==> src/rtl/watchdog_power_cycle_supervisor_macros.svh <==
// ----------------------------------------------------------------------------
// watchdog power cycle supervisor assertion macros
// shared concurrent check helpers, empty when SYNTH is defined
// ----------------------------------------------------------------------------
`ifndef WATCHDOG_POWER_CYCLE_SUPERVISOR_MACROS_SVH
`define WATCHDOG_POWER_CYCLE_SUPERVISOR_MACROS_SVH

`ifndef SYNTH
// same-cycle implication
`define WPCS_ASSERT_SAME(lbl, clk, rstn, ante, cons, msg) \
  lbl: assert property (@(posedge clk) disable iff (!(rstn)) (ante) |-> (cons)) \
    else $error(msg);
// next-cycle implication
`define WPCS_ASSERT_NEXT(lbl, clk, rstn, ante, cons, msg) \
  lbl: assert property (@(posedge clk) disable iff (!(rstn)) (ante) |=> (cons)) \
    else $error(msg);
`else
`define WPCS_ASSERT_SAME(lbl, clk, rstn, ante, cons, msg)
`define WPCS_ASSERT_NEXT(lbl, clk, rstn, ante, cons, msg)
`endif

`endif

==> src/rtl/wpcs_pkg.sv <==
// ----------------------------------------------------------------------------
// wpcs_pkg
// types and constants shared by the watchdog power cycle supervisor
// ----------------------------------------------------------------------------
package wpcs_pkg;

  localparam int unsigned PrescaleW = 8;
  localparam int unsigned CoarseW   = 5;
  localparam int unsigned TicksW    = 16;
  localparam int unsigned CfgIdxW   = 3;
  localparam int unsigned CfgDataW  = 16;
  localparam int unsigned EventW    = 3;

  // register indexes
  localparam logic [CfgIdxW-1:0] RegPrescaleLimit = 3'd0;
  localparam logic [CfgIdxW-1:0] RegWrapLimit     = 3'd1;
  localparam logic [CfgIdxW-1:0] RegTripThreshold = 3'd2;
  localparam logic [CfgIdxW-1:0] RegHoldTicks     = 3'd3;
  localparam logic [CfgIdxW-1:0] RegSettleTicks   = 3'd4;
  localparam logic [CfgIdxW-1:0] RegTimerRun      = 3'd5;

  // reset values
  localparam logic [PrescaleW-1:0] PrescaleLimitRst = 8'd250;
  localparam logic [CoarseW-1:0]   WrapLimitRst     = 5'd20;
  localparam logic [CoarseW-1:0]   TripThresholdRst = 5'd14;
  localparam logic [TicksW-1:0]    HoldTicksRst     = 16'd150;
  localparam logic [TicksW-1:0]    SettleTicksRst   = 16'd5;

  typedef enum logic [EventW-1:0] {
    EV_NONE       = 3'd0,
    EV_KICKED     = 3'd1,
    EV_TRIPPED    = 3'd2,
    EV_TRIP_DONE  = 3'd3,
    EV_REQ_CONF   = 3'd4,
    EV_REQ_DONE   = 3'd5
  } event_e;

  typedef struct packed {
    logic [PrescaleW-1:0] prescale_limit;
    logic [CoarseW-1:0]   wrap_limit;
    logic [CoarseW-1:0]   trip_threshold;
    logic [TicksW-1:0]    hold_ticks;
    logic [TicksW-1:0]    settle_ticks;
    logic                 timer_run;
  } cfg_t;

  typedef struct packed {
    logic   power_enable;
    logic   display_enable;
    event_e event_code;
  } result_t;

endpackage

==> src/rtl/watchdog_power_cycle_supervisor.sv <==
// ----------------------------------------------------------------------------
// watchdog_power_cycle_supervisor
// external watchdog and supply/display power cycle sequencer
// ----------------------------------------------------------------------------
// usage:
//   each word on s_axis is one base tick (kick flag, watchdog enable pin,
//   power-off request pin). every tick gives exactly one word on m_axis
//   with the supply and display enable levels and an event code.
//   the cfg channel writes one register per handshake, index 0..5;
//   it is always ready and is meant to be used while no tick is in flight.
//   latency: the result word is valid the cycle after the tick is taken.
//   throughput: one tick per cycle while the receiver keeps up; the whole
//   update is a single pass of counter and phase logic between the input
//   handshake and the result register.
//   a stalled receiver holds the result register; s_axis_tready stays high
//   as long as that register is empty or being emptied in the same cycle.
//   reset loads the register defaults and starts the power-up sequence
//   (supply off for settle_ticks ticks, then display off for hold_ticks).
// ----------------------------------------------------------------------------
`include "watchdog_power_cycle_supervisor_macros.svh"

module watchdog_power_cycle_supervisor #(
  parameter int unsigned DELAY_WIDTH = 16
) (
  input  logic                           clk_i,
  input  logic                           rst_ni,
  // cfg write channel
  input  logic                           cfg_valid_i,
  output logic                           cfg_ready_o,
  input  logic [wpcs_pkg::CfgIdxW-1:0]   cfg_index_i,
  input  logic [wpcs_pkg::CfgDataW-1:0]  cfg_data_i,
  // tick stream in
  input  logic                           s_axis_tvalid,
  output logic                           s_axis_tready,
  input  logic [7:0]                     s_axis_tdata,  // kick, wdt_enable_n, pwroff_n, 0 pad
  // result stream out
  output logic                           m_axis_tvalid,
  input  logic                           m_axis_tready,
  output logic [7:0]                     m_axis_tdata   // power_enable, display_enable,
                                                        // event_code[2:0], 0 pad
);

  wpcs_pkg::cfg_t    cfg;
  wpcs_pkg::result_t step_res;
  wpcs_pkg::result_t out_res;
  logic              in_fire;

  assign cfg_ready_o   = 1'b1;
  assign s_axis_tready = !m_axis_tvalid | m_axis_tready;
  assign in_fire       = s_axis_tvalid & s_axis_tready;

  wpcs_cfg u_cfg (
    .clk_i       (clk_i),
    .rst_ni      (rst_ni),
    .cfg_valid_i (cfg_valid_i),
    .cfg_index_i (cfg_index_i),
    .cfg_data_i  (cfg_data_i),
    .cfg_o       (cfg)
  );

  wpcs_core #(
    .DELAY_WIDTH (DELAY_WIDTH)
  ) u_core (
    .clk_i          (clk_i),
    .rst_ni         (rst_ni),
    .step_i         (in_fire),
    .kick_i         (s_axis_tdata[0]),
    .wdt_enable_n_i (s_axis_tdata[1]),
    .pwroff_n_i     (s_axis_tdata[2]),
    .cfg_i          (cfg),
    .res_o          (step_res)
  );

  wpcs_out_reg u_out_reg (
    .clk_i   (clk_i),
    .rst_ni  (rst_ni),
    .load_i  (in_fire),
    .res_i   (step_res),
    .take_i  (m_axis_tready),
    .valid_o (m_axis_tvalid),
    .res_o   (out_res)
  );

  assign m_axis_tdata = {3'b000, out_res.event_code, out_res.display_enable,
                         out_res.power_enable};

  // display never on without the supply
  `WPCS_ASSERT_SAME(a_disp_needs_power, clk_i, rst_ni, m_axis_tvalid,
    !(out_res.display_enable && !out_res.power_enable), "display on with supply off")
  // every accepted tick produces a result word
  `WPCS_ASSERT_NEXT(a_tick_gives_word, clk_i, rst_ni, in_fire, m_axis_tvalid,
    "accepted tick produced no result")
  // a trip or confirmed request always drops both enables
  `WPCS_ASSERT_SAME(a_cycle_starts_off, clk_i, rst_ni,
    m_axis_tvalid && (out_res.event_code == wpcs_pkg::EV_TRIPPED ||
                      out_res.event_code == wpcs_pkg::EV_REQ_CONF),
    !out_res.power_enable && !out_res.display_enable, "power cycle did not start off")

endmodule

==> src/rtl/wpcs_cfg.sv <==
// ----------------------------------------------------------------------------
// wpcs_cfg
// configuration register file, one write per handshake
// ----------------------------------------------------------------------------
module wpcs_cfg (
  input  logic                           clk_i,
  input  logic                           rst_ni,
  input  logic                           cfg_valid_i,
  input  logic [wpcs_pkg::CfgIdxW-1:0]   cfg_index_i,
  input  logic [wpcs_pkg::CfgDataW-1:0]  cfg_data_i,
  output wpcs_pkg::cfg_t                 cfg_o
);

  wpcs_pkg::cfg_t cfg_q, cfg_d;

  always_comb begin
    cfg_d = cfg_q;
    if (cfg_valid_i) begin
      unique case (cfg_index_i)
        wpcs_pkg::RegPrescaleLimit:
          cfg_d.prescale_limit = cfg_data_i[wpcs_pkg::PrescaleW-1:0];
        wpcs_pkg::RegWrapLimit:     cfg_d.wrap_limit = cfg_data_i[wpcs_pkg::CoarseW-1:0];
        wpcs_pkg::RegTripThreshold: cfg_d.trip_threshold = cfg_data_i[wpcs_pkg::CoarseW-1:0];
        wpcs_pkg::RegHoldTicks:     cfg_d.hold_ticks = cfg_data_i[wpcs_pkg::TicksW-1:0];
        wpcs_pkg::RegSettleTicks:   cfg_d.settle_ticks = cfg_data_i[wpcs_pkg::TicksW-1:0];
        wpcs_pkg::RegTimerRun:      cfg_d.timer_run = cfg_data_i[0];
        default: ;
      endcase
    end
  end

  always_ff @(posedge clk_i or negedge rst_ni) begin
    if (!rst_ni) begin
      cfg_q.prescale_limit <= wpcs_pkg::PrescaleLimitRst;
      cfg_q.wrap_limit     <= wpcs_pkg::WrapLimitRst;
      cfg_q.trip_threshold <= wpcs_pkg::TripThresholdRst;
      cfg_q.hold_ticks     <= wpcs_pkg::HoldTicksRst;
      cfg_q.settle_ticks   <= wpcs_pkg::SettleTicksRst;
      cfg_q.timer_run      <= 1'b1;
    end else begin
      cfg_q <= cfg_d;
    end
  end

  assign cfg_o = cfg_q;

endmodule

==> src/rtl/wpcs_core.sv <==
// ----------------------------------------------------------------------------
// wpcs_core
// per-tick state update: prescaler, coarse counter, wait timer, phase
// ----------------------------------------------------------------------------
module wpcs_core #(
  parameter int unsigned DELAY_WIDTH = 16
) (
  input  logic                clk_i,
  input  logic                rst_ni,
  input  logic                step_i,
  input  logic                kick_i,
  input  logic                wdt_enable_n_i,
  input  logic                pwroff_n_i,
  input  wpcs_pkg::cfg_t      cfg_i,
  output wpcs_pkg::result_t   res_o
);

  localparam int unsigned LimW = (DELAY_WIDTH > wpcs_pkg::TicksW) ?
                                 DELAY_WIDTH : wpcs_pkg::TicksW;
  localparam logic [DELAY_WIDTH-1:0] DelayMax = {DELAY_WIDTH{1'b1}};

  typedef enum logic [2:0] {
    PH_START_WAIT = 3'd0,
    PH_START_DISP = 3'd1,
    PH_RUN        = 3'd2,
    PH_OFF_HOLD   = 3'd3,
    PH_ON_HOLD    = 3'd4,
    PH_CHECK1     = 3'd5,
    PH_CHECK2     = 3'd6
  } phase_e;

  phase_e                            phase_q, phase_d;
  logic [wpcs_pkg::PrescaleW-1:0]    pre_q, pre_d;
  logic [wpcs_pkg::CoarseW-1:0]      coarse_q, coarse_d;
  logic [DELAY_WIDTH-1:0]            delay_q, delay_d;
  logic                              kick_pend_q, kick_pend_d;
  logic                              cause_q, cause_d;

  logic                              startup;
  logic [wpcs_pkg::TicksW-1:0]       wait_len;
  logic [LimW-1:0]                   len_ext, lim_ext;
  logic [DELAY_WIDTH-1:0]            lim;
  logic [DELAY_WIDTH-1:0]            delay_inc;
  logic                              wait_done;
  logic [wpcs_pkg::PrescaleW-1:0]    pre_inc;
  logic [wpcs_pkg::CoarseW-1:0]      coarse_inc;
  wpcs_pkg::event_e                  ev;

  assign startup = (phase_q == PH_START_WAIT) || (phase_q == PH_START_DISP);

  // wait timer: length clamped to the counter range, zero counts as one
  always_comb begin
    case (phase_q)
      PH_START_WAIT, PH_CHECK1, PH_CHECK2: wait_len = cfg_i.settle_ticks;
      default:                             wait_len = cfg_i.hold_ticks;
    endcase
    len_ext = LimW'(wait_len);
    lim_ext = (len_ext > LimW'(DelayMax)) ? LimW'(DelayMax) : len_ext;
    lim     = lim_ext[DELAY_WIDTH-1:0];
    if (lim == '0) lim = DELAY_WIDTH'(1);
    delay_inc = (delay_q < DelayMax) ? delay_q + DELAY_WIDTH'(1) : delay_q;
    wait_done = (delay_inc >= lim);
  end

  always_comb begin
    phase_d     = phase_q;
    pre_d       = pre_q;
    coarse_d    = coarse_q;
    delay_d     = delay_q;
    kick_pend_d = kick_pend_q | (!startup & kick_i);
    cause_d     = cause_q;
    ev          = wpcs_pkg::EV_NONE;
    pre_inc     = pre_q + wpcs_pkg::PrescaleW'(1);
    coarse_inc  = coarse_q + wpcs_pkg::CoarseW'(1);

    if (startup) begin
      pre_d    = '0;
      coarse_d = '0;
    end else if (cfg_i.timer_run) begin
      pre_d = pre_inc;
      if (pre_inc >= cfg_i.prescale_limit) begin
        pre_d    = '0;
        coarse_d = (coarse_inc >= cfg_i.wrap_limit) ? '0 : coarse_inc;
      end
    end

    unique case (phase_q)
      PH_START_WAIT: begin
        delay_d = wait_done ? '0 : delay_inc;
        if (wait_done) phase_d = PH_START_DISP;
      end
      PH_START_DISP: begin
        delay_d = wait_done ? '0 : delay_inc;
        if (wait_done) begin
          pre_d    = '0;
          coarse_d = '0;
          phase_d  = PH_RUN;
        end
      end
      PH_OFF_HOLD: begin
        delay_d = wait_done ? '0 : delay_inc;
        if (wait_done) phase_d = PH_ON_HOLD;
      end
      PH_ON_HOLD: begin
        delay_d = wait_done ? '0 : delay_inc;
        if (wait_done) begin
          pre_d    = '0;
          coarse_d = '0;
          ev       = cause_q ? wpcs_pkg::EV_REQ_DONE : wpcs_pkg::EV_TRIP_DONE;
          phase_d  = PH_RUN;
        end
      end
      PH_CHECK1: begin
        delay_d = wait_done ? '0 : delay_inc;
        if (wait_done) phase_d = pwroff_n_i ? PH_RUN : PH_CHECK2;
      end
      PH_CHECK2: begin
        delay_d = wait_done ? '0 : delay_inc;
        if (wait_done) begin
          if (pwroff_n_i) begin
            phase_d = PH_RUN;
          end else begin
            ev      = wpcs_pkg::EV_REQ_CONF;
            cause_d = 1'b1;
            phase_d = PH_OFF_HOLD;
          end
        end
      end
      default: begin
        // run, and any unused phase code
        phase_d = PH_RUN;
        delay_d = '0;
        if (kick_pend_d) begin
          pre_d       = '0;
          coarse_d    = '0;
          kick_pend_d = 1'b0;
          ev          = wpcs_pkg::EV_KICKED;
        end
        if (!wdt_enable_n_i && (coarse_d >= cfg_i.trip_threshold)) begin
          ev      = wpcs_pkg::EV_TRIPPED;
          cause_d = 1'b0;
          phase_d = PH_OFF_HOLD;
        end else if (!pwroff_n_i) begin
          phase_d = PH_CHECK1;
        end
      end
    endcase
  end

  // output levels follow the phase after this tick
  always_comb begin
    res_o.event_code = ev;
    case (phase_d)
      PH_START_WAIT, PH_OFF_HOLD: begin
        res_o.power_enable   = 1'b0;
        res_o.display_enable = 1'b0;
      end
      PH_START_DISP, PH_ON_HOLD: begin
        res_o.power_enable   = 1'b1;
        res_o.display_enable = 1'b0;
      end
      default: begin
        res_o.power_enable   = 1'b1;
        res_o.display_enable = 1'b1;
      end
    endcase
  end

  always_ff @(posedge clk_i or negedge rst_ni) begin
    if (!rst_ni) begin
      phase_q     <= PH_START_WAIT;
      pre_q       <= '0;
      coarse_q    <= '0;
      delay_q     <= '0;
      kick_pend_q <= 1'b0;
      cause_q     <= 1'b0;
    end else if (step_i) begin
      phase_q     <= phase_d;
      pre_q       <= pre_d;
      coarse_q    <= coarse_d;
      delay_q     <= delay_d;
      kick_pend_q <= kick_pend_d;
      cause_q     <= cause_d;
    end
  end

endmodule

==> src/rtl/wpcs_out_reg.sv <==
// ----------------------------------------------------------------------------
// wpcs_out_reg
// result register between the tick update and the output stream
// ----------------------------------------------------------------------------
module wpcs_out_reg (
  input  logic                clk_i,
  input  logic                rst_ni,
  input  logic                load_i,
  input  wpcs_pkg::result_t   res_i,
  input  logic                take_i,
  output logic                valid_o,
  output wpcs_pkg::result_t   res_o
);

  logic              valid_q, valid_d;
  wpcs_pkg::result_t res_q;

  // a new word may replace one that is taken in the same cycle
  assign valid_d = load_i | (valid_q & !take_i);

  always_ff @(posedge clk_i or negedge rst_ni) begin
    if (!rst_ni) begin
      valid_q <= 1'b0;
    end else begin
      valid_q <= valid_d;
    end
  end

  always_ff @(posedge clk_i) begin
    if (load_i) begin
      res_q <= res_i;
    end
  end

  assign valid_o = valid_q;
  assign res_o   = res_q;

endmodule

==> config.mk <==
export PLATFORM = sky130hd
export DESIGN_NAME = watchdog_power_cycle_supervisor
export DESIGN_NICKNAME = d
export VERILOG_FILES = /design/src/rtl/wpcs_pkg.sv /design/src/rtl/watchdog_power_cycle_supervisor.sv /design/src/rtl/wpcs_cfg.sv /design/src/rtl/wpcs_core.sv /design/src/rtl/wpcs_out_reg.sv
export VERILOG_INCLUDE_DIRS = /design/src /design/src/rtl
export SDC_FILE = /design/constraint.sdc
export NUM_CORES = 1
export LEC_CHECK = 0
export BUFFER_PORTS_ARGS = -buffer_cell sky130_fd_sc_hd__buf_2
export CAP_MARGIN = 20
export CORE_MARGIN = 3
export CORE_UTILIZATION = 32
export CTS_BUF_LIST = sky130_fd_sc_hd__clkbuf_8 sky130_fd_sc_hd__clkbuf_16
export DETAILED_ROUTE_END_ITERATION = 8
export SLEW_MARGIN = 15
export SYNTH_ARGS = -nofsm -noshare
export SYNTH_HDL_FRONTEND = slang
export SYNTH_SLANG_ARGS = --single-unit
export TNS_END_PERCENT = 10
==> constraint.sdc <==
create_clock -name clk_i -period 4.19 [get_ports clk_i]
set_input_delay 0.6285 -clock clk_i [delete_from_list [all_inputs] [get_ports clk_i]]
set_output_delay 0.6285 -clock clk_i [all_outputs]
set_load 0.005 [all_outputs]
* After elaboration in Yosys (flattened, before gate mapping)
Index checks and enable logic that the tools add are counted.
** Storage, ports and cells
- Output and inout bits :: 11
- Bits in read-only memories :: 0
- Word-level logic and storage cells :: 116
- Latch bits :: 0
- Bits of input ports :: 32
- Bits in writable memories :: 0
- Memories kept :: 0
- Flip-flop bits (word level) :: 91
** Operators by class
- Shift-type cells :: 0
- $lt $le $gt $ge :: 6
- Multiply operators :: 0
- Divide/modulo/power cells :: 0
- Add/sub/neg operators :: 3
- Bitwise logic cells :: 7
- Eq/ne operators :: 15
- Mux-type cells :: 43
- Reduce and logical (&&, ||, !) cells :: 26
** Operators with widths (number)
- two-way mux 16 bit :: 6
- two-way mux 8 bit :: 5
- two-way mux 3 bit :: 12
- two-way mux 5 bit :: 7
- == test 3 bit, second input constant :: 6
- adder 16 x 1 -> 16 bit, second input constant :: 1
- greater-or-equal comparator 16 bit :: 1
- > comparator 16 bit, second input constant :: 1
- zero test 16 bit :: 1
- less-than comparator 16 bit, second input constant :: 1
- case mux 8 bit (2 select lines) :: 1
- case mux 3 bit (5 select lines) :: 1
- == test 3 x 2 -> 1 bit, second input constant :: 4
- AND reduction 2 bit :: 6
- greater-or-equal comparator 5 bit :: 2
- case mux 5 bit (2 select lines) :: 1
- == test 3 x 1 -> 1 bit, second input constant :: 3
- zero test 3 bit :: 3
- case mux 3 bit (3 select lines) :: 1
- adder 8 x 1 -> 8 bit, second input constant :: 1
- greater-or-equal comparator 8 bit :: 1
- OR reduction 4 bit :: 2
- two-way mux 1 bit :: 6
- OR reduction 2 bit :: 3
- 17 further kinds :: 24

* Logic depth before layout (Yosys ltp)
Gate-level depths: netlist of run 1.
- Depth after elaboration :: 15
- Mapped depth :: 18
- Gate-level depth less buffers :: 17

* Hierarchy
From an unflattened synthesis of run 1, not the netlist that was laid out.
** Unflattened totals
- Cell total of the unflattened synthesis :: 556
- Area, all modules :: 5794.3 um2
** By module, submodules not included
- wpcs_core :: seq. area each 850.8 um2, area each 3570.9 um2, cells each 429, instances 1
- wpcs_cfg :: seq. area each 1298.7 um2, area each 1976.9 um2, cells each 111, instances 1
- wpcs_out_reg :: seq. area each 175.2 um2, area each 186.4 um2, cells each 8, instances 1
- watchdog_power_cycle_supervisor :: seq. area each 0.0 um2, area each 60.1 um2, cells each 8, instances 1

* Worst setup path after synthesis of run 1
OpenSTA, ideal clock, no wires.
- Kind :: register -> register
- Start :: register u_core.pre_q[0] in the netlist's numbering
- End :: register u_core.phase_q[1]
- Period minus slack after synthesis :: 4.048 ns
- Library setup time :: 0.145 ns
- Stages on the path, launching flop included :: 19
- Buffers on the path :: 1
- Data arrival time :: 3.903 ns
- Setup slack :: 0.142 ns
- Path through :: dfrtp_1 -> ha_1 -> and3_1 -> clkbuf_1 -> nand3_1 -> xnor2_1 -> ha_1 -> o2111ai_1 -> o211ai_1 -> nand3_1 -> or3_1 -> a21oi_1 -> ha_1 -> and2_1 -> o21bai_1 -> o31ai_2 -> or3_1 -> o221ai_1 -> a21oi_1
** On the way
- Word-level cells in the longest chain between the ends :: 11
** RTL lines
- start, declared :: RTL line wpcs_core.sv:33 : logic [wpcs_pkg::PrescaleW-1:0] pre_q, pre_d;
- start signal, assigned :: RTL line wpcs_core.sv:179 : pre_q <= pre_d;
- adder 8 x 1 -> 8 bit :: RTL line wpcs_core.sv:73 : pre_inc = pre_q + wpcs_pkg::PrescaleW'(1);
- greater-or-equal comparator 8 bit :: RTL line wpcs_core.sv:81 : if (pre_inc >= cfg_i.prescale_limit) begin
- two-way mux 5 bit :: RTL line wpcs_core.sv:81
- two-way mux 5 bit :: RTL line wpcs_core.sv:79 : end else if (cfg_i.timer_run) begin
- two-way mux 5 bit :: RTL line wpcs_core.sv:76 : if (startup) begin
- two-way mux 5 bit :: RTL line wpcs_core.sv:133 : if (kick_pend_d) begin
- two-way mux 5 bit :: RTL line wpcs_core.sv:87 : unique case (phase_q)
- greater-or-equal comparator 5 bit :: RTL line wpcs_core.sv:139 : if (!wdt_enable_n_i && (coarse_d >= cfg_i.trip_threshold)) begin
- logical AND 1 bit :: RTL line wpcs_core.sv:139
- two-way mux 3 bit :: RTL line wpcs_core.sv:139
- case mux 3 bit (5 select lines) :: RTL line wpcs_core.sv:87
- end signal, assigned :: RTL line wpcs_core.sv:178 : phase_q <= phase_d;
- end, declared :: RTL line wpcs_core.sv:32 : phase_e phase_q, phase_d;
Every way passes these cells. The select of a mux whose other input is x is not followed.
A chain may end at the register's enable or synchronous reset.

* Worst setup path after layout of run 1
- Start :: register u_core.pre_q[1] in the netlist's numbering
- End :: register u_core.phase_q[1]
Same word-level chain as after synthesis.

==> results of run 1 <==
state kept, by name (all words and copies together) (netlist names):
| name | cells |
|---|---|
| u_core.cause_q | 1 |
| u_out_reg.valid_o | 1 |
| u_core.pre_q | 8 |
| u_out_reg.res_o | 5 |
| u_cfg.cfg_o | 51 |
| u_core.kick_pend_q | 1 |
| u_core.phase_q | 3 |
| u_core.coarse_q | 5 |
| u_core.delay_q | 16 |
metal layers:
layer	vias to the layer above	global-route usage	share of wire
met3	13	0.0260	0.038
met5	-	0	0
met4	0	0.0419	0.012
met2	96	0.250	0.49
met1	2372	0.201	0.46
li1	2364	-	-
where the power goes:
| part | leakage, nW | internal, mW | switching, mW |
|---|---|---|---|
| logic | 1.80 | 0.801 | 1.03 |
| clock network | 0.145 | 0.419 | 0.401 |
| registers | 1.09 | 1.11 | 0.164 |
| total | 3.03 | 2.33 | 1.59 |
repair_timing:
item / 4_1_cts / 5_1_grt
hold buffers: 0 / 0
setup buffers: 0 / 3
endpoints found under the hold margin: 0 / 0
gates cloned: 0 / 0
setup endpoints to repair: 1 / 31
gates resized for setup: 1 / 34
pin swaps: 0 / 12
area by class of cell:
class | count | area share
tap | 225 | 0.0402
clock buffer | 9 | 0.0321
sequential | 91 | 0.332
timing repair buffer | 72 | 0.0680
inverter | 33 | 0.0177
multi-input combinational | 461 | 0.501
clock inverter | 7 | 0.00964
how the worst min path moves through the flow:
| stage | endpoint | cells past startpoint |
|---|---|---|
| after global placement | u_core.delay_q[8] | 1 |
| after CTS | u_out_reg.valid_o | 2 |
| final | u_cfg.cfg_o[32] | 1 |
| after floorplan | u_cfg.cfg_o[10] | 0 |
| after detailed placement | u_cfg.cfg_o[13] | 1 |
| after global routing | u_cfg.cfg_o[32] | 1 |
logic make-up after synthesis:
group,count (synthesis),share of synthesized area
and+or+nand+nor,202,0.178
AOI/OAI and AO/OA,143,0.173
DFF,91,0.395
buffers and inverters,59,0.0425
muxes,51,0.0941
adders and majority gates,39,0.0837
xor gates and xnor gates,22,0.0327
other,2,0.00127
cells in the final DEF, fill, tap and decap left out, drive strengths merged, types with 8 or more instances in the layout:
master,n
buf,72
nor2,32
clkbuf,9
dfstp,18
a32o,9
a21oi,25
nand4,13
nand2,50
o21ai,42
nand3,33
dfrtp,68
xor2,8
or3,10
ha,37
nand2b,13
mux2,35
mux2i,16
inv,35
xnor2,14
nor3,17
stage by stage:
stage               std cells  worst slack [ns]  TNS (ns)  area (um^2)  hold WS, ns
detailed placement        880            0.0210         0         6520        0.495
floorplan                 611             0.142         0         5900        0.333
finish                    898             0.143         0         7010        0.339
CTS                       896            0.0573         0         6820        0.462
global route              898           -0.0623    -0.202         7010        0.390
global placement          880            0.0521         0         6520        0.458
==> summary.log, run 1 <==
qor: yosys.synthMostInstantiatedCell dfrtp_1
qor: sta.finalSetupViolations 0
qor: floorplanning.floorplan.core_area 0.0177 mm^2
qor: setup_path.worstSetupStartpoint u_core.pre_q[1]
qor: yosys.ys_top_cells_by_count dfrtp_1, nand2_1, o21ai_0, ha_1, mux2_2
qor: setup_path.crit_path_max_fanout 7
qor: setup_path.worst_path_most_repeated_cell nand3_2
qor: route.drt.antenna.violating_nets 0
qor: yosys.synth-seq-area-share 0.395
qor: setup_path.critPathBufInv 0
qor: yosys.postSynth.asyncResetShare 0.945
qor: route.route.detailed.vias_per_inst 5.40
qor: floorplanning.starting_utilization_of_the_core_area 0.334
qor: sta.clock-skew-final 0.00605 ns
qor: placed_design.place.gp.congestion 0.876
qor: yosys.postSynthCellCount 609
qor: flow_run.number_of_max_cap_violations 0
qor: sta.min_period 4.05 ns
qor: yosys.post_synth.cell_area_avg 9.67 um^2
qor: yosys.ys_top_cells_by_area dfrtp_1, dfstp_2, ha_1
qor: global_routing.grt-ovfl-total 0
qor: setup_path.critical_path.top_delay_family simple AND/OR/NAND/NOR gates
qor: sta.timing.final.crit_share 0.966
qor: sta.tightestPinTransition 0.954 ns
qor: floorplanning.num_rows 48
qor: yosys.edff_count_synth 5
qor: yosys.yosys.area.top_type_share 0.289
qor: power_and_ir_drop.cellPowerDensity 558 mW/mm^2
qor: placed_design.hpwlAfterDp 10,900 um
qor: yosys.yosys_register_bits 91
qor: yosys.cell_taking_the_most_area_after_synthesis dfrtp_1
qor: finish.area.sequential 0.00232 mm^2
qor: setup_path.critical-path-slowest-cell dfrtp_1
qor: route.drt-pass1-iter-count 5
qor: setup_path.crit-reg2reg-capture u_core.phase_q[1]
qor: setup_path.worstPathRequired 4.42 ns
qor: setup_path.cp.depth 17
qor: route.route.final.wire_length 14,900 um
qor: global_routing.track_usage 0.150
qor: route.number_of_drc_violations_after_detailed_routing_iteration_0 349
qor: setup_path.ff2ff_path_depth 17
qor: finish.n_antenna_cell 0
qor: clock_tree.insertion_delay 0.36 ns
qor: floorplanning.die_height 142 um
qor: global_routing.initial_antenna_violation_count 0
qor: setup_path.r2r_slack 0.14 ns
qor: yosys.yosysWarnings 0
qor: finish.number_of_nets_in_the_layout 738
qor: clock_tree.deepest_level_of_the_cts_h_tree 3
qor: setup_path.largest_incremental_delay_on_the_critical_path 0.40 ns
qor: setup_path.crit_chain ha_2 > and3_4 > nand3_2 > xnor2_4 > ha_4 > o2111ai_2 > o211ai_1 > nand3_2 > or3_1 > a21oi_2 > ha_1 > and2_1 > o21bai_2 > o31ai_4 > or3_4 > o221ai_2 > a21oi_1
qor: route.drcViolationCount 0
qor: finish.fillerInstances 1,767
qor: setup_path.crit_path_end_kind flop
qor: yosys.yosys_most_used_dff dfrtp_1
qor: status.status finished clean
qor: route.via_count 4,845
qor: global_routing.grt_pass1_vias 4,826
qor: clock_tree.cts_max_path_buffers 2
qor: yosys.synthesis.area 0.00589 mm^2
qor: finish.synthToLayoutAreaGrowth 19.0%
qor: sta.timing_limited_maximum_frequency 0.247 GHz
qor: power_and_ir_drop.leakage_power 3.03 nW
qor: hold_path.hold_removal_path_class in2async
qor: clock_tree.cts.sink_count 91
qor: setup_path.crit_end u_core.phase_q[1]
qor: finish.post_route_cells_drive_above_1_share 0.278
qor: power_and_ir_drop.p_total 3.91 mW
qor: floorplanning.fp.dieArea 0.0201 mm^2
qor: clock_tree.clock-root-buffer clkbuf_16
qor: clock_tree.worst_setup_hold_path_clk_slew 0.07 ns
qor: finish.utilization 0.397
qor: setup_path.critPathKind reg2reg
qor: route.routedWlPerCell 16.6 um
qor: sta.timing_hold_violations_final 0
qor: sta.grt_setup_unrepaired yes
qor: global_routing.wire_length_of_the_first_global_routing_pass 24,300 um
qor: clock_tree.tritoncts_clock_tree done
qor: setup_path.worst_r2r_startpoint u_core.pre_q[1]
qor: setup_path.worstPathArrival 4.27 ns
qor: finish.multi_input_comb_area 0.00351 mm^2
qor: sta.relative_max_transition_margin 0.361
qor: global_routing.grt_max_degree 87
qor: placed_design.buffer_ports.inserted 33
qor: power_and_ir_drop.vdd.ir_drop.worst 0.000302 V
qor: floorplanning.die_width 142 um
qor: clock_tree.cts_inserted_buffers 9
qor: setup_path.startpoint_type flop
qor: sta.drv_slew 0
qor: yosys.synthDistinctLibCells 76
qor: floorplanning.boundaryPins 43
Note: power is estimated with default switching activity, not from simulation.
==> run 2, diff against run 1 <==
- ABC_AREA: not set -> 1
- BUFFER_PORTS_ARGS: -buffer_cell sky130_fd_sc_hd__buf_2 -> not set
- DONT_BUFFER_PORTS: not set -> 1
==> run 2 against run 1 <==
Effect of this change:
- flip-flop and latch count is the same
- final area shrank 10%
- via count shrank 7.3%
- worst hold slack lost 0.21 ns
- largest cell class unchanged
- sequential share of layout area grew 3.8 points
- routed wire length shrank 18%
- die area shrank 2.8%
- count of clock-buffer cells in the layout grew 1
==> summary.log, run 2 <==
qor: status.status finished clean
qor: route.drcViolationCount 0
qor: global_routing.wire_length_of_the_first_global_routing_pass 21,300 um
qor: yosys.postSynth.asyncResetShare 0.945
qor: power_and_ir_drop.cellPowerDensity 581 mW/mm^2
qor: power_and_ir_drop.vdd.ir_drop.worst 0.000334 V
qor: route.routedWlPerCell 12.7 um
qor: route.drt.antenna.violating_nets 0
qor: setup_path.worst_path_most_repeated_cell nand2_1
qor: yosys.ys_top_cells_by_count nand2_1, inv_1, o21ai_0, dfrtp_1
qor: sta.timing.final.crit_share 0.891
qor: finish.stdcell_count 966
qor: finish.utilization 0.362
qor: sta.tightestPinTransition 0.934 ns
qor: floorplanning.fp.dieArea 0.0195 mm^2
qor: sta.min_period 3.73 ns
qor: sta.drv_slew 0
qor: clock_tree.cts.sink_count 91
qor: setup_path.crit-reg2reg-capture u_out_reg.res_o[4]
qor: global_routing.grt_pass1_vias 4,328
qor: finish.post_route_cells_drive_above_1_share 0.105
qor: sta.relative_max_transition_margin 0.376
qor: sta.clock-skew-final 0.00708 ns
qor: setup_path.r2r_slack 0.46 ns
qor: placed_design.placedCellCount 948
qor: clock_tree.cts_max_path_buffers 2
qor: route.number_of_drc_violations_after_detailed_routing_iteration_0 197
qor: yosys.yosysWarnings 0
qor: route.drt-pass1-iter-count 4
qor: setup_path.worstPathArrival 3.84 ns
qor: floorplanning.boundaryPins 43
qor: finish.final_cell_area 0.00630 mm^2
qor: yosys.yosys_register_bits 91
qor: placed_design.post_dp_cell_area 0.00592 mm^2
qor: finish.mostFrequentLayoutCells nand2_1, inv_1, o21ai_0, dfrtp_1, ha_1
qor: setup_path.startpoint_type flop
qor: sta.finalSetupViolations 0
qor: setup_path.cp.depth 25
qor: global_routing.track_usage 0.134
qor: setup_path.largest_incremental_delay_on_the_critical_path 0.41 ns
qor: finish.area.sequential 0.00233 mm^2
qor: setup_path.critical_path.top_delay_family simple AND/OR/NAND/NOR gates
qor: setup_path.crit_end u_out_reg.res_o[4]
qor: yosys.synthDistinctLibCells 48
qor: floorplanning.floorplan.core_area 0.0174 mm^2
qor: setup_path.crit_path_end_kind flop
qor: power_and_ir_drop.leakage_power 3.15 nW
qor: placed_design.buffer_ports.inserted 0
qor: setup_path.critPathKind reg2reg
qor: yosys.yosys_most_used_dff dfrtp_1
qor: yosys.synth-seq-area-share 0.406
qor: clock_tree.cts_inserted_buffers 9
qor: global_routing.initial_antenna_violation_count 0
qor: global_routing.grt-ovfl-total 0
qor: flow_run.number_of_max_cap_violations 0
qor: clock_tree.cts_setup_buffers 0
qor: floorplanning.starting_utilization_of_the_core_area 0.329
qor: setup_path.worstSetupStartpoint u_core.pre_q[0]
qor: floorplanning.die_height 140 um
qor: yosys.cell_taking_the_most_area_after_synthesis dfrtp_1
qor: hold_path.hold_removal_path_class in2async
qor: finish.multi_input_comb_area 0.00284 mm^2
qor: setup_path.critical-path-slowest-cell dfrtp_2
qor: finish.synthToLayoutAreaGrowth 10.2%
qor: yosys.postSynthCellCount 737
qor: yosys.post_synth.cell_area_avg 7.76 um^2
qor: clock_tree.deepest_level_of_the_cts_h_tree 3
qor: yosys.ys_top_cells_by_area dfrtp_1, nand2_1, dfstp_2
qor: clock_tree.insertion_delay 0.35 ns
qor: placed_design.hpwlAfterDp 9040 um
qor: sta.timing_limited_maximum_frequency 0.268 GHz
qor: sta.timing_hold_violations_final 0
qor: clock_tree.clock-root-buffer clkbuf_16
qor: finish.n_antenna_cell 0
qor: yosys.yosys.area.top_type_share 0.297
qor: finish.mostFrequentLayoutCell nand2_1
qor: clock_tree.tritoncts_clock_tree done
qor: global_routing.grt_max_degree 69
qor: clock_tree.worst_setup_hold_path_clk_slew 0.07 ns
qor: setup_path.worstPathRequired 4.30 ns
qor: yosys.synthMostInstantiatedCell nand2_1
qor: setup_path.crit_path_max_fanout 10
qor: yosys.synthesis.area 0.00572 mm^2
qor: floorplanning.die_width 140 um
qor: finish.number_of_nets_in_the_layout 806
qor: finish.flip_flop_count_of_the_largest_register_all_copies_and_words_added 51
qor: route.via_count 4,493
qor: yosys.edff_count_synth 5
qor: setup_path.critPathBufInv 3
qor: floorplanning.num_rows 48
qor: placed_design.place.gp.congestion 0.844
qor: finish.fillerInstances 1,843
qor: route.route.detailed.vias_per_inst 4.65
qor: route.route.final.wire_length 12,300 um
qor: setup_path.ff2ff_path_depth 25
qor: setup_path.worst_r2r_startpoint u_core.pre_q[0]
## run 2: routing by layer
metal / global-route usage / part of all wire / routed length [um] / vias up
met2: 0.197 / 0.42 / 5180 / 55
met1: 0.194 / 0.53 / 6500 / 2038
li1: - / - / - / 2388
met5: 0 / 0 / 0 / -
met3: 0.0371 / 0.039 / 482 / 12
met4: 0.0326 / 0.012 / 145 / 0
## run 2: power breakdown
group          total [mW]  leakage [nW]  switching [mW]  internal [mW]
registers            1.27          1.12           0.168           1.10
clock network       0.853         0.158           0.366          0.487
logic                1.54          1.87           0.972          0.566
## run 2: logic make-up (layout without fill, tap and decap cells)
logic type,count (synthesis),in the layout,share of synthesized area
AO/OA/AOI/OAI,150,150,0.148
other,2,4,0.00131
adder cells (fa/ha/maj),38,38,0.0844
buffers and inverters,142,144,0.103
multiplexers,4,4,0.00765
flip-flops,91,91,0.406
AND/OR/NAND/NOR,293,293,0.223
XOR/XNOR,17,17,0.0260
## run 2: cell type report
type,count,area share
flip-flops and latches,91,0.369
inverters,121,0.0732
repair buffers,7,0.0127
well taps,225,0.0447
clock buffers,10,0.0379
clock inverters,6,0.0117
multi-input cells,506,0.451
## run 2: metrics by stage
step / hold slack, ns / TNS (ns) / worst slack, ns / total power, mW
4_1_cts: 0.106 / 0 / 0.0719 / 3.69
6_report: 0.128 / 0 / 0.457 / 3.66
3_5_place_dp: 0.339 / 0 / 0.0992 / 2.80
3_3_place_gp: 0.338 / 0 / 0.108 / 2.77
2_1_floorplan: 0.333 / 0 / 0.618 / 2.50
5_1_grt: 0.0936 / -0.00319 / -0.00319 / 4.04
## run 2: repair_timing
item	4_1_cts	5_1_grt
resized for setup	0	8
endpoints found under the setup margin	0	8
endpoints found under the hold margin	68	0
hold buffers	1	0
## run 2: how the worst min path moves through the flow
stage                 from            endpoint
global placement    rst_ni  u_core.delay_q[10]
global route        rst_ni     u_cfg.cfg_o[36]
CTS                 rst_ni     u_cfg.cfg_o[36]
detailed placement  rst_ni  u_core.delay_q[12]
floorplan           rst_ni     u_cfg.cfg_o[10]
finish              rst_ni     u_cfg.cfg_o[36]
